## config.mk

```make
export PLATFORM = sky130hd
export DESIGN_NAME = chunked_image_upload_sequencer_flat
export DESIGN_NICKNAME = d
export VERILOG_FILES = /design/src/rtl/core/ciu_pkg.sv /design/src/rtl/core/ciu_req_if.sv /design/src/rtl/core/ciu_rsp_if.sv /design/src/rtl/core/chunked_image_upload_sequencer.sv /design/src/flat_wrapper.sv
export SDC_FILE = /design/constraint.sdc
export NUM_CORES = 1
export LEC_CHECK = 0
export ABC_AREA = 1
export BUFFER_PORTS_ARGS = -buffer_cell sky130_fd_sc_hd__clkbuf_2
export CAP_MARGIN = 20
export CORE_MARGIN = 10
export CORE_UTILIZATION = 40
export CTS_CLUSTER_SIZE = 14
export DETAILED_ROUTE_END_ITERATION = 7
export SYNTH_ARGS = -nofsm -noshare
export SYNTH_HDL_FRONTEND = slang
export SYNTH_SLANG_ARGS = --single-unit
```

## constraint.sdc

```tcl
create_clock -name clk -period 7.1 [get_ports clk]
set_input_delay 1.065 -clock clk [delete_from_list [all_inputs] [get_ports clk]]
set_output_delay 1.065 -clock clk [all_outputs]
set_load 0.03 [all_outputs]
```

## src/rtl/core/ciu_pkg.sv

```systemverilog
// ----------------------------------------------------------------------------
// ciu_pkg
// Types, codes and reset constants shared by the chunked image upload
// sequencer and its channel interfaces.
// ----------------------------------------------------------------------------
`default_nettype none

package ciu_pkg;

	// default width of the running byte offset
	localparam int unsigned OFFSET_BITS_DEF = 24;

	// register reset values
	localparam logic [31:0] PASSWORD_RST     = 32'h7856_3412;
	localparam logic        START_UNLOCK_RST = 1'b0;
	localparam logic [23:0] MAX_IMAGE_RST    = 24'd65536;

	// well formed password message
	localparam logic [8:0] PW_MSG_LEN   = 9'd9;
	localparam logic [7:0] PW_FRAME_LEN = 8'd4;

	// configuration register word addresses (paddr[3:2])
	localparam logic [1:0] REG_PASSWORD  = 2'd0;
	localparam logic [1:0] REG_START_UNL = 2'd1;
	localparam logic [1:0] REG_MAX_IMAGE = 2'd2;
	localparam int unsigned PADDR_BITS   = 4;

	// request kinds
	localparam logic [1:0] REQ_PASSWORD = 2'd0;
	localparam logic [1:0] REQ_HEADER   = 2'd1;
	localparam logic [1:0] REQ_PAYLOAD  = 2'd2;
	localparam logic [1:0] REQ_OTHER    = 2'd3;

	// header direction codes
	localparam logic [1:0] CR_COMMAND  = 2'd0;
	localparam logic [1:0] CR_RESPONSE = 2'd1;
	localparam logic [1:0] CR_ACK      = 2'd2;

	// reply kinds and status codes
	localparam logic       KIND_PASSWORD = 1'b0;
	localparam logic       KIND_FINAL    = 1'b1;
	localparam logic [1:0] ST_OK         = 2'd0;
	localparam logic [1:0] ST_BAD_REQ    = 2'd1;
	localparam logic [1:0] ST_DEFAULT    = 2'd2;

	typedef enum logic [1:0] {
		PH_NEVER   = 2'd0,
		PH_ONGOING = 2'd1,
		PH_FAILED  = 2'd2
	} phase_t;

	typedef struct packed {
		logic [1:0]  req_type;
		logic [8:0]  msg_len;
		logic [1:0]  cmd_resp;
		logic        error_flag;
		logic        chained;
		logic [15:0] chunk_number;
		logic [15:0] chunk_total;
		logic [23:0] image_length;
		logic [7:0]  frame_length;
		logic [31:0] presented_password;
		logic [7:0]  data_byte;
	} req_t;

	typedef struct packed {
		logic        flash_write;
		logic [23:0] flash_offset;
		logic [31:0] flash_word;
		logic        erase_request;
		logic        reply_valid;
		logic        reply_kind;
		logic [1:0]  reply_status;
		logic [23:0] bytes_done;
		logic        session_end;
		logic [1:0]  update_status;
	} rsp_t;

endpackage

`default_nettype wire

```

## src/rtl/core/ciu_req_if.sv

```systemverilog
// ----------------------------------------------------------------------------
// ciu_req_if
// Valid/ready channel carrying one decoded mailbox item per beat.
// ----------------------------------------------------------------------------
`default_nettype none

interface ciu_req_if;
	import ciu_pkg::*;

	logic valid;
	logic ready;
	req_t payload;

	modport source (output valid, output payload, input ready);
	modport sink   (input valid, input payload, output ready);
endinterface

`default_nettype wire

```

## src/rtl/core/ciu_rsp_if.sv

```systemverilog
// ----------------------------------------------------------------------------
// ciu_rsp_if
// Valid/ready channel carrying one result beat per accepted item.
// ----------------------------------------------------------------------------
`default_nettype none

interface ciu_rsp_if;
	import ciu_pkg::*;

	logic valid;
	logic ready;
	rsp_t payload;

	modport source (output valid, output payload, input ready);
	modport sink   (input valid, input payload, output ready);
endinterface

`default_nettype wire

```

## src/rtl/core/chunked_image_upload_sequencer.sv

```systemverilog
// ----------------------------------------------------------------------------
// chunked_image_upload_sequencer
// Password check, chunk header validation and payload word packing for a
// mailbox driven firmware image upload.
// ----------------------------------------------------------------------------
// Usage:
//   req  : decoded mailbox items (password message, chunk header, payload
//          byte, other). Every accepted beat yields exactly one rsp beat.
//   rsp  : flash write strobe/offset/word, erase request, reply strobe with
//          kind and status, running byte count, session end pulse and the
//          update phase after the item.
//   APB  : stored_password at 0x0, start_unlocked at 0x4, max_image_bytes at
//          0x8. Writing start_unlocked also reloads the unlock flag. Write
//          only while no result is pending.
// The result of a beat accepted at an edge is held in the result register
// from that edge on. Throughput is one item per cycle unless rsp stalls; all
// bookkeeping is updated by a single compare/pack pass on the accepted beat.
// req.ready is low only while the result register is full and rsp.ready is
// low, so a stalled receiver holds the current result and back-pressures
// one item. Reset clears all bookkeeping, loads the register defaults and
// leaves the result register empty.
// ----------------------------------------------------------------------------
`default_nettype none

module chunked_image_upload_sequencer #(
	parameter int unsigned OFFSET_BITS = ciu_pkg::OFFSET_BITS_DEF
) (
	input  wire logic                            clk,
	input  wire logic                            arst_n,
	ciu_req_if.sink                              req,
	ciu_rsp_if.source                            rsp,
	input  wire logic                            psel,
	input  wire logic                            penable,
	input  wire logic                            pwrite,
	input  wire logic [ciu_pkg::PADDR_BITS-1:0] paddr,
	input  wire logic [31:0]                     pwdata,
	output logic [31:0]                          prdata,
	output logic                                 pready
);
	import ciu_pkg::*;

	localparam int unsigned EXT_BITS = OFFSET_BITS + 24;

	// configuration registers
	logic [31:0] password_q;
	logic        start_unl_q;
	logic [23:0] max_image_q;

	// bookkeeping
	logic                   unlocked_q,   unlocked_d;
	phase_t                 phase_q,      phase_d;
	logic [15:0]            seen_q,       seen_d;
	logic [15:0]            final_q,      final_d;
	logic [15:0]            current_q,    current_d;
	logic [23:0]            expected_q,   expected_d;
	logic [OFFSET_BITS-1:0] written_q,    written_d;
	logic [31:0]            pword_q,      pword_d;
	logic [2:0]             fill_q,       fill_d;
	logic [7:0]             left_q,       left_d;

	// result register
	logic rsp_vld_q;
	rsp_t rsp_s1;
	rsp_t res;

	logic acc;
	logic cfg_wr;
	logic first;
	logic bad;

	function automatic logic [23:0] low24(input logic [OFFSET_BITS-1:0] v);
		logic [EXT_BITS-1:0] e;
		e = {24'd0, v};
		return e[23:0];
	endfunction

	function automatic logic same_len(input logic [OFFSET_BITS-1:0] w,
	                                  input logic [23:0] x);
		logic [EXT_BITS-1:0] ew;
		logic [EXT_BITS-1:0] ex;
		ew = {24'd0, w};
		ex = {{OFFSET_BITS{1'b0}}, x};
		return ew == ex;
	endfunction

	assign req.ready = !rsp_vld_q || rsp.ready;
	assign acc       = req.valid && req.ready;
	assign pready    = 1'b1;
	assign cfg_wr    = psel && penable && pwrite && pready;

	// register read mux
	always_comb begin
		unique case (paddr[3:2])
			REG_PASSWORD:  prdata = password_q;
			REG_START_UNL: prdata = {31'd0, start_unl_q};
			REG_MAX_IMAGE: prdata = {8'd0, max_image_q};
			default:       prdata = 32'd0;
		endcase
	end

	// one pass over the accepted item
	always_comb begin
		unlocked_d = unlocked_q;
		phase_d    = phase_q;
		seen_d     = seen_q;
		final_d    = final_q;
		current_d  = current_q;
		expected_d = expected_q;
		written_d  = written_q;
		pword_d    = pword_q;
		fill_d     = fill_q;
		left_d     = left_q;
		res        = '0;
		first      = 1'b0;
		bad        = 1'b0;

		case (req.payload.req_type)
			REQ_PAYLOAD: begin
				if (left_q != 8'd0) begin
					pword_d = pword_q | ({24'd0, req.payload.data_byte} << {fill_q[1:0], 3'b000});
					fill_d  = fill_q + 3'd1;
					if (fill_d[2]) begin
						res.flash_write  = 1'b1;
						res.flash_offset = low24(written_q);
						res.flash_word   = pword_d;
						written_d        = written_q + OFFSET_BITS'(4);
						pword_d          = '0;
						fill_d           = '0;
					end
					left_d = left_q - 8'd1;
				end
			end
			REQ_PASSWORD: begin
				left_d = '0;
				if (req.payload.msg_len == PW_MSG_LEN && req.payload.cmd_resp == CR_RESPONSE &&
				    !req.payload.error_flag && !req.payload.chained &&
				    req.payload.frame_length == PW_FRAME_LEN) begin
					unlocked_d        = (req.payload.presented_password == password_q);
					res.reply_valid   = 1'b1;
					res.reply_kind    = KIND_PASSWORD;
					res.reply_status  = unlocked_d ? ST_OK : ST_BAD_REQ;
					res.session_end   = unlocked_q && !unlocked_d;
				end
			end
			REQ_HEADER: begin
				left_d = '0;
				if (unlocked_q) begin
					if (req.payload.cmd_resp == CR_ACK) begin
						res.session_end = !req.payload.error_flag;
					end else begin
						first = (req.payload.chunk_number == 16'd1);
						bad   = req.payload.cmd_resp != CR_COMMAND || !req.payload.chained ||
						        req.payload.chunk_number > req.payload.chunk_total;
						if (!first)
							bad = bad ||
							      ({1'b0, req.payload.chunk_number} != ({1'b0, seen_q} + 17'd1)) ||
							      req.payload.image_length != expected_q ||
							      req.payload.chunk_total != final_q ||
							      phase_q != PH_ONGOING;
						else
							bad = bad || req.payload.image_length > max_image_q;
						// restart bookkeeping
						if (bad || first) begin
							written_d  = '0;
							expected_d = req.payload.image_length;
							seen_d     = '0;
							final_d    = req.payload.chunk_total;
							fill_d     = '0;
							pword_d    = '0;
						end
						if (bad) begin
							phase_d = (phase_q != PH_NEVER) ? PH_FAILED : PH_NEVER;
						end else begin
							if (first) begin
								res.erase_request = 1'b1;
								phase_d           = PH_ONGOING;
							end
							seen_d    = seen_d + 16'd1;
							current_d = req.payload.chunk_number;
							left_d    = req.payload.frame_length;
						end
					end
				end
			end
			default: begin
				left_d = '0;
			end
		endcase

		// end of chunk: flush pending bytes and give the final reply on the last one
		if (left_d == 8'd0 && current_d == final_d &&
		    ((req.payload.req_type == REQ_PAYLOAD && left_q != 8'd0) ||
		     (req.payload.req_type == REQ_HEADER && unlocked_q &&
		      req.payload.cmd_resp != CR_ACK && !bad))) begin
			if (fill_d != 3'd0) begin
				res.flash_write  = 1'b1;
				res.flash_offset = low24(written_d);
				res.flash_word   = pword_d;
				written_d        = written_d + OFFSET_BITS'(fill_d);
				pword_d          = '0;
				fill_d           = '0;
			end
			res.reply_valid  = 1'b1;
			res.reply_kind   = KIND_FINAL;
			res.reply_status = same_len(written_d, expected_d) ? ST_OK : ST_DEFAULT;
			phase_d          = PH_FAILED;
		end

		res.bytes_done    = low24(written_d);
		res.update_status = phase_d;
	end

	// configuration and bookkeeping state
	always_ff @(posedge clk or negedge arst_n) begin
		if (!arst_n) begin
			password_q  <= PASSWORD_RST;
			start_unl_q <= START_UNLOCK_RST;
			max_image_q <= MAX_IMAGE_RST;
			unlocked_q  <= START_UNLOCK_RST;
			phase_q     <= PH_NEVER;
			seen_q      <= '0;
			final_q     <= '0;
			current_q   <= '0;
			expected_q  <= '0;
			written_q   <= '0;
			pword_q     <= '0;
			fill_q      <= '0;
			left_q      <= '0;
		end else if (cfg_wr) begin
			unique case (paddr[3:2])
				REG_PASSWORD:  password_q <= pwdata;
				REG_START_UNL: begin
					start_unl_q <= pwdata[0];
					unlocked_q  <= pwdata[0];
				end
				REG_MAX_IMAGE: max_image_q <= pwdata[23:0];
				default:       ;
			endcase
		end else if (acc) begin
			unlocked_q <= unlocked_d;
			phase_q    <= phase_d;
			seen_q     <= seen_d;
			final_q    <= final_d;
			current_q  <= current_d;
			expected_q <= expected_d;
			written_q  <= written_d;
			pword_q    <= pword_d;
			fill_q     <= fill_d;
			left_q     <= left_d;
		end
	end

	// result register valid
	always_ff @(posedge clk or negedge arst_n) begin
		if (!arst_n) begin
			rsp_vld_q <= 1'b0;
		end else if (acc) begin
			rsp_vld_q <= 1'b1;
		end else if (rsp.ready) begin
			rsp_vld_q <= 1'b0;
		end
	end

	// result register payload
	always_ff @(posedge clk) begin
		if (acc) begin
			rsp_s1 <= res;
		end
	end

	assign rsp.valid   = rsp_vld_q;
	assign rsp.payload = rsp_s1;

	// payload bytes are only expected inside a running update
	a_left_ongoing: assert property (@(posedge clk) disable iff (!arst_n)
		left_q != 8'd0 |-> phase_q == PH_ONGOING)
		else $error("payload pending outside an ongoing update");

	// the packer never holds a full word
	a_fill_range: assert property (@(posedge clk) disable iff (!arst_n)
		fill_q <= 3'd3)
		else $error("partial word fill out of range");

	// a first chunk restarts the packer, so it never writes in the same beat
	a_erase_no_write: assert property (@(posedge clk) disable iff (!arst_n)
		rsp_vld_q && rsp_s1.erase_request |-> !rsp_s1.flash_write)
		else $error("erase and flash write in one result");

	// every accepted item produces a result
	a_acc_result: assert property (@(posedge clk) disable iff (!arst_n)
		acc |=> rsp_vld_q)
		else $error("accepted item without result");

	// a final reply always leaves the update marked failed/closed
	a_final_closes: assert property (@(posedge clk) disable iff (!arst_n)
		rsp_vld_q && rsp_s1.reply_valid && rsp_s1.reply_kind == KIND_FINAL
		|-> rsp_s1.update_status == PH_FAILED)
		else $error("final reply without closing the update");

endmodule

`default_nettype wire
```

## src/flat_wrapper.sv

```systemverilog
// flat-port wrapper written by rule: the top's interface ports become plain ports
module chunked_image_upload_sequencer_flat import ciu_pkg::*;
#(
	parameter int unsigned OFFSET_BITS = ciu_pkg::OFFSET_BITS_DEF
)
  (clk, arst_n, psel, penable, pwrite, paddr, pwdata, prdata, pready, req_valid, req_payload, req_ready, rsp_valid, rsp_payload, rsp_ready);
  ciu_req_if req_i ();
  ciu_rsp_if rsp_i ();
  input  wire logic clk;
  input  wire logic arst_n;
  input  wire logic psel;
  input  wire logic penable;
  input  wire logic pwrite;
  input  wire logic [ciu_pkg::PADDR_BITS-1:0] paddr;
  input  wire logic [31:0] pwdata;
  output logic [31:0] prdata;
  output logic pready;
  input wire logic [$bits(req_i.valid)-1:0] req_valid;
  input wire logic [$bits(req_i.payload)-1:0] req_payload;
  output wire logic [$bits(req_i.ready)-1:0] req_ready;
  output wire logic [$bits(rsp_i.valid)-1:0] rsp_valid;
  output wire logic [$bits(rsp_i.payload)-1:0] rsp_payload;
  input wire logic [$bits(rsp_i.ready)-1:0] rsp_ready;
  assign req_i.valid = req_valid;
  assign req_i.payload = req_payload;
  assign req_ready = req_i.ready;
  assign rsp_valid = rsp_i.valid;
  assign rsp_payload = rsp_i.payload;
  assign rsp_i.ready = rsp_ready;
  chunked_image_upload_sequencer #(.OFFSET_BITS(OFFSET_BITS)) u_core (.clk(clk), .arst_n(arst_n), .req(req_i), .rsp(rsp_i), .psel(psel), .penable(penable), .pwrite(pwrite), .paddr(paddr), .pwdata(pwdata), .prdata(prdata), .pready(pready));
endmodule
```

==> results.sh, run 1 <==
export IMPL_rsz0062_at_grt="false"
export IMPL_start_util=0.407
export IMPL_ys_seq_area_frac=0.395
export IMPL_finalCritPeriodShare=0.819
export IMPL_htreeDepth=2
export IMPL_yosysWarnings=0
export IMPL_gp_congestion=0.922
export IMPL_cts_root_buffer="clkbuf_16"
export IMPL_num_rows=80
export IMPL_powerDensity_nw_per_um2=254
export IMPL_wl_per_cell_um=18.7
export IMPL_cp_required_ns=7.40
export IMPL_postPlaceCellArea_um2=21400
export IMPL_grt_usage=0.229
export IMPL_slowest_stage="nor2_1"
export IMPL_outcome="complete, no violations"
export IMPL_r2r_setup_slack_ns=1.40
export IMPL_power_mw=5.78
export IMPL_critPathCaptureType="flip-flop"
export IMPL_cts_tree="built"
export IMPL_hold_viol=0
export IMPL_startpoint_type="input port"
export IMPL_path_clk_slew_ns=0.06
export IMPL_leakage_nw=10.8
export IMPL_drt_iter0_markers=1781
export IMPL_synthToLayoutAreaGrowth_pct=16.6
export IMPL_yosysUniqueCellTypes=54
export IMPL_final_util=0.474
export IMPL_numPortBuffers=282
export IMPL_syn_area_um2=19500
export IMPL_drv_cap=0
export IMPL_ir_drop_uv=165
export IMPL_firstDrtPassIters=6
export IMPL_arrival_ns=6.11
export IMPL_ys_ff_latch=289
export IMPL_dp_hpwl_mm=51.9
export IMPL_setup_violations=0
export IMPL_r2r_cells=31
export IMPL_maxClockFrequency_mhz=172
export IMPL_cpPeakStageDelay_ns=0.44
export IMPL_drive_gt1_frac=0.141
export IMPL_path_common_cell="nand2_1"
export IMPL_grt_pass1_wl_mm=105
export IMPL_antenna_found_initial=7
export IMPL_gr_total_overflow=0
export IMPL_slew_viol_final=0
export IMPL_finalClockSkew_ns=0.0180
export IMPL_dr_total_vias=19335
export IMPL_post_route_min_period_ns=5.82
export IMPL_tightest_slew_ns=0.985
export IMPL_grt_max_degree=152
export IMPL_cts_sinks=289
export IMPL_avgSynthCellArea_um2=7.04
export IMPL_synth_top_area_frac=0.239
export IMPL_postRouteAntennaNets=0
export IMPL_fin_nets=3226
export IMPL_synth_flop_cell="dfrtp_1"
export IMPL_critPathMaxFanout=24
export IMPL_synth_top_cell_by_area="dfrtp_1"
export IMPL_viasPerCell=5.29
export IMPL_fin_tns_setup_ns=0
export IMPL_yosysMostFrequentCell="nand2_1"
export IMPL_grt_pass1_vias=18554
export IMPL_min_path_type="input port to async pin"
export IMPL_clkLatencyLatePin_ns=0.56
export IMPL_wl_mm=68.3
export IMPL_syn_nets=2984
export IMPL_synth_edf_count=89
export IMPL_die_x_um=241
export IMPL_drc=0
export IMPL_clk_path_buf_depth=3
export IMPL_fp_dieArea_um2=58000
export IMPL_r2r_end="u_core.rsp.payload[28]$_SDFFCE_PN0P_"
export IMPL_post_cts_buffers=0
export IMPL_whs_ns=0.462
export IMPL_synth_common_cells="nand2_1 (836), inv_1 (374), o21ai_0 (273)"
export IMPL_finish_instance_area_um2=22700
export IMPL_ctsHoldBuffers=0
export IMPL_syn_inst=2768
export IMPL_async_flop_share=0.692
export IMPL_cts_made_buffers=37
export IMPL_ctsResizeCount=0
export IMPL_yosys_top_cells_area="dfrtp_1 (24%), nand2_1 (16%), edfxtp_1 (14%)"
export IMPL_worstSetupStartpoint="req_payload[75]"
export IMPL_crit_type="input port to flip-flop"
export IMPL_die_y_um=241
export IMPL_worstReg2RegStart="u_core.seen_q[0]$_DFFE_PN0P_"
export IMPL_coreArea_um2=47900
export IMPL_ios=286
export IMPL_timing_slew_headroom=0.341
## registers in the layout, indices dropped and copies added (netlist names), 8 cells and up
signal	flops
u_core.rsp.payload	89
u_core.password_q	32
u_core.pword_q	32
u_core.expected_q	24
u_core.max_image_q	24
u_core.written_q	24
u_core.current_q	16
u_core.final_q	16
u_core.seen_q	16
u_core.left_q	8
## how the worst max path moves through the flow
stage,cells past startpoint,slack (ns),endpoint
final,36,1.28,u_core.rsp.payload[28]$_SDFFCE_PN0P_
after global routing,32,0.83,u_core.rsp.payload[28]$_SDFFCE_PN0P_
after CTS,31,1.38,u_core.rsp.payload[28]$_SDFFCE_PN0P_
after detailed placement,32,0.81,u_core.rsp.payload[28]$_SDFFCE_PN0P_
after global placement,32,0.89,u_core.rsp.payload[28]$_SDFFCE_PN0P_
after floorplan,36,2.32,u_core.rsp.payload[28]$_SDFFCE_PN0P_
## worst max-delay path: cells and delay by family
kind                     cells  cell delay [ns]
AO/OA/AOI/OAI                3             0.55
adder cells (fa/ha/maj)      2             0.61
buffers and inverters        4             0.44
AND/OR/NAND/NOR             27             3.40
## routing by layer
metal | vias to the layer above | part of all wire | global-route usage
met3 | 94 | 0.068 | 0.0440
met5 | - | 0.00094 | 0
met4 | 10 | 0.021 | 0.0592
met1 | 9048 | 0.43 | 0.298
met2 | 657 | 0.48 | 0.385
li1 | 9526 | - | -
## layout by cell type (no fill, tap or decap), types with 13 or more instances in the layout
cell type / instances
xor2_1: 27
and2_1: 13
a21oi_1: 79
clkbuf_2: 281
clkbuf_16: 37
nand3b_1: 16
o21ai_0: 273
nand2_1: 834
or2_2: 22
nand4_1: 52
o22ai_1: 56
o21ai_1: 48
nand3_1: 182
edfxtp_1: 89
dfrtp_1: 186
nor2_1: 185
xnor2_1: 36
inv_1: 372
dfstp_2: 14
nor3_1: 23
ha_1: 53
buf_4: 22
## kinds of logic (layout without fill, tap and decap cells)
logic type / count (synthesis) / after routing / share of synthesized area
fa+ha+maj: 54 / 54 / 0.0350
flops: 289 / 289 / 0.395
compound gates: 504 / 504 / 0.140
xor+xnor: 68 / 68 / 0.0342
simple gates: 1367 / 1367 / 0.298
buf+inv: 485 / 754 / 0.0976
other cells: 1 / 2 / 0.000192
## final cells by class
cell class                 instances  area (um2)
tap                              615         769
timing repair buffer             309        1690
multi-input combinational       1994        9920
clock inverter                    16         245
clock buffer                      50         985
antenna                            1        2.50
sequential                       289        7690
fill                            4848       25200
inverter                         379        1420
## power breakdown
| group | internal [mW] | leakage [nW] | switching (mW) | total, mW |
|---|---|---|---|---|
| Combinational | 0.536 | 6.80 | 1.15 | 1.68 |
| Clock | 1.19 | 0.591 | 0.769 | 1.96 |
| Sequential | 1.94 | 3.41 | 0.189 | 2.13 |
| Total | 3.67 | 10.8 | 2.10 | 5.78 |
## metrics by stage
stage / worst slack, ns / cells
after floorplan: 2.32 / 2768
after global placement: 0.892 / 3583
after detailed placement: 0.811 / 3583
after CTS: 1.38 / 3649
after global routing: 0.832 / 3652
final: 1.28 / 3653
Note: power is estimated with default switching activity, not from simulation.
==> run 2: changes to the inputs <==
==> constraint.sdc (replaced) <==
create_clock -name clk -period 6.1 [get_ports clk]
set_input_delay 0.915 -clock clk [delete_from_list [all_inputs] [get_ports clk]]
set_output_delay 0.915 -clock clk [all_outputs]
set_load 0.03 [all_outputs]
==> run 2 against run 1 <==
Hold slack got worse by 0.057 ns. Sequential cell count did not move. Clock power rose by 9%. Setup slack got worse by 0.18 ns. Clock-buffer cell count rose by 5. Via count barely moved. Combinational power rose by 17%. Critical path type unchanged.
==> results.sh, run 2 (synthesized netlist as in run 1, its figures left out) <==
export IMPL_outcome="complete, no violations"
export IMPL_grt_max_degree=119
export IMPL_post_route_min_period_ns=5.00
export IMPL_power_frac_seq=0.377
export IMPL_r2r_cells=27
export IMPL_cts_tree="built"
export IMPL_swShare=0.375
export IMPL_grt_usage=0.233
export IMPL_final_common_cell="nand2_1"
export IMPL_ir_drop_uv=200
export IMPL_grt_pass1_vias=18629
export IMPL_start_util=0.407
export IMPL_critPathCaptureType="flip-flop"
export IMPL_arrival_ns=5.49
export IMPL_grt_pass1_wl_mm=106
export IMPL_r2r_setup_slack_ns=1.11
export IMPL_dp_hpwl_mm=53.3
export IMPL_postRouteAntennaNets=0
export IMPL_crit_family="simple AND/OR/NAND/NOR gates"
export IMPL_r2r_end="u_core.rsp.payload[28]$_SDFFCE_PN0P_"
export IMPL_cts_sinks=289
export IMPL_wl_mm=69.0
export IMPL_ctsResizeCount=0
export IMPL_fin_tns_setup_ns=0
export IMPL_synthToLayoutAreaGrowth_pct=16.8
export IMPL_cp_depth=30
export IMPL_die_y_um=241
export IMPL_p_comb_frac=0.299
export IMPL_min_path_type="input port to async pin"
export IMPL_intPower_mw=4.12
export IMPL_cts_root_buffer="clkbuf_16"
export IMPL_ios=286
export IMPL_drv_cap=0
export IMPL_worstReg2RegStart="u_core.fill_q[0]$_DFFE_PN0P_"
export IMPL_critPathMaxFanout=37
export IMPL_nFillCells=4904
export IMPL_gr_total_overflow=0
export IMPL_cts_made_buffers=37
export IMPL_firstDrtPassIters=5
export IMPL_post_cts_buffers=0
export IMPL_tightest_slew_ns=0.996
export IMPL_hold_viol=0
export IMPL_antenna_found_initial=4
export IMPL_crit_path_end="u_core.written_q[2]$_DFFE_PN0P_"
export IMPL_path_common_cell="nand2_1"
export IMPL_timing_slew_headroom=0.333
export IMPL_worstSetupStartpoint="req_payload[75]"
export IMPL_drt_iter0_markers=1579
export IMPL_crit_type="input port to flip-flop"
export IMPL_ctsHoldBuffers=0
export IMPL_viasPerCell=5.27
export IMPL_drive_gt1_frac=0.145
export IMPL_slew_viol_final=0
export IMPL_maxClockFrequency_mhz=200
export IMPL_clkLatencyLatePin_ns=0.57
export IMPL_drc=0
export IMPL_startpoint_type="input port"
export IMPL_num_rows=80
export IMPL_coreArea_um2=47900
export IMPL_clk_path_buf_depth=3
export IMPL_die_x_um=241
export IMPL_power_frac_clock=0.324
export IMPL_gp_congestion=0.921
export IMPL_power_mw=6.59
export IMPL_finalClockSkew_ns=0.0216
export IMPL_fin_nets=3239
export IMPL_wl_per_cell_um=18.8
export IMPL_path_clk_slew_ns=0.06
export IMPL_setup_violations=0
export IMPL_power_switching_mw=2.47
export IMPL_finalCritPeriodShare=0.819
export IMPL_numPortBuffers=282
export IMPL_critPathBufInv=7
export IMPL_fp_dieArea_um2=58000
export IMPL_largest_reg_flops=89
export IMPL_slowest_stage="clkinv_1"
export IMPL_leakage_nw=10.8
export IMPL_cpPeakStageDelay_ns=0.42
export IMPL_final_cell_mix="nand2_1 (834), inv_1 (372), clkbuf_2 (281), o21ai_0 (273), dfrtp_1 (186)"
export IMPL_rsz0062_at_grt="false"
export IMPL_htreeDepth=2
export IMPL_dr_total_vias=19338
export IMPL_powerDensity_nw_per_um2=290
export IMPL_cp_required_ns=6.60
[run 2: layer usage]
| layer | GRT usage | wire, um | part of all wire |
|---|---|---|---|
| met1 | 0.305 | 30200 | 0.44 |
| met2 | 0.390 | 32600 | 0.47 |
| met4 | 0.0650 | 1660 | 0.024 |
| met5 | 0 | 26 | 0.00038 |
| met3 | 0.0400 | 4600 | 0.067 |
[run 2: final cells by class]
class | instances | area (um2) | share of cell area
multi-input cells | 1994 | 9920 | 0.436
flip-flops and latches | 289 | 7690 | 0.338
diodes | 3 | 7.51 | 0.000330
well taps | 615 | 769 | 0.0338
repair buffers | 322 | 1780 | 0.0781
clock inverters | 12 | 103 | 0.00451
inverters | 379 | 1420 | 0.0625
clock buffers | 55 | 1070 | 0.0472
[run 2: how the worst min path moves through the flow]
| stage | startpoint | cells after the start | endpoint |
|---|---|---|---|
| floorplan | u_core.written_q[0]$_DFFE_PN0P_ | 2 | u_core.written_q[0]$_DFFE_PN0P_ |
| finish | arst_n | 1 | u_core.password_q[26]$_DFFE_PN0P_ |
| global placement | u_core.current_q[10]$_DFFE_PN0P_ | 2 | u_core.current_q[10]$_DFFE_PN0P_ |
| global route | arst_n | 1 | u_core.password_q[31]$_DFFE_PN0P_ |
| detailed placement | u_core.written_q[0]$_DFFE_PN0P_ | 2 | u_core.written_q[0]$_DFFE_PN0P_ |
| CTS | arst_n | 1 | u_core.password_q[26]$_DFFE_PN0P_ |
[run 2: power groups by stage]
stage	Clock [mW]	Sequential, mW	Combinational [mW]
global placement	0	2.50	1.93
finish	2.14	2.48	1.97
global route	2.26	2.51	2.21
floorplan	0	2.49	1.31
CTS	2.19	2.48	1.97
detailed placement	0	2.51	1.96
[run 2: stage by stage]
| step | setup WS [ns] | hold WS [ns] | cells | area (um2) | utilization |
|---|---|---|---|---|---|
| final | 1.10 | 0.405 | 3669 | 22800 | 0.475 |
| after global routing | 0.610 | 0.463 | 3667 | 22800 | 0.475 |
| after CTS | 1.14 | 0.430 | 3664 | 22700 | 0.474 |
| after detailed placement | 0.563 | 0.465 | 3597 | 21500 | 0.449 |
| after global placement | 0.584 | 0.461 | 3597 | 21500 | 0.449 |
| after floorplan | 1.47 | 0.443 | 2768 | 19500 | - |
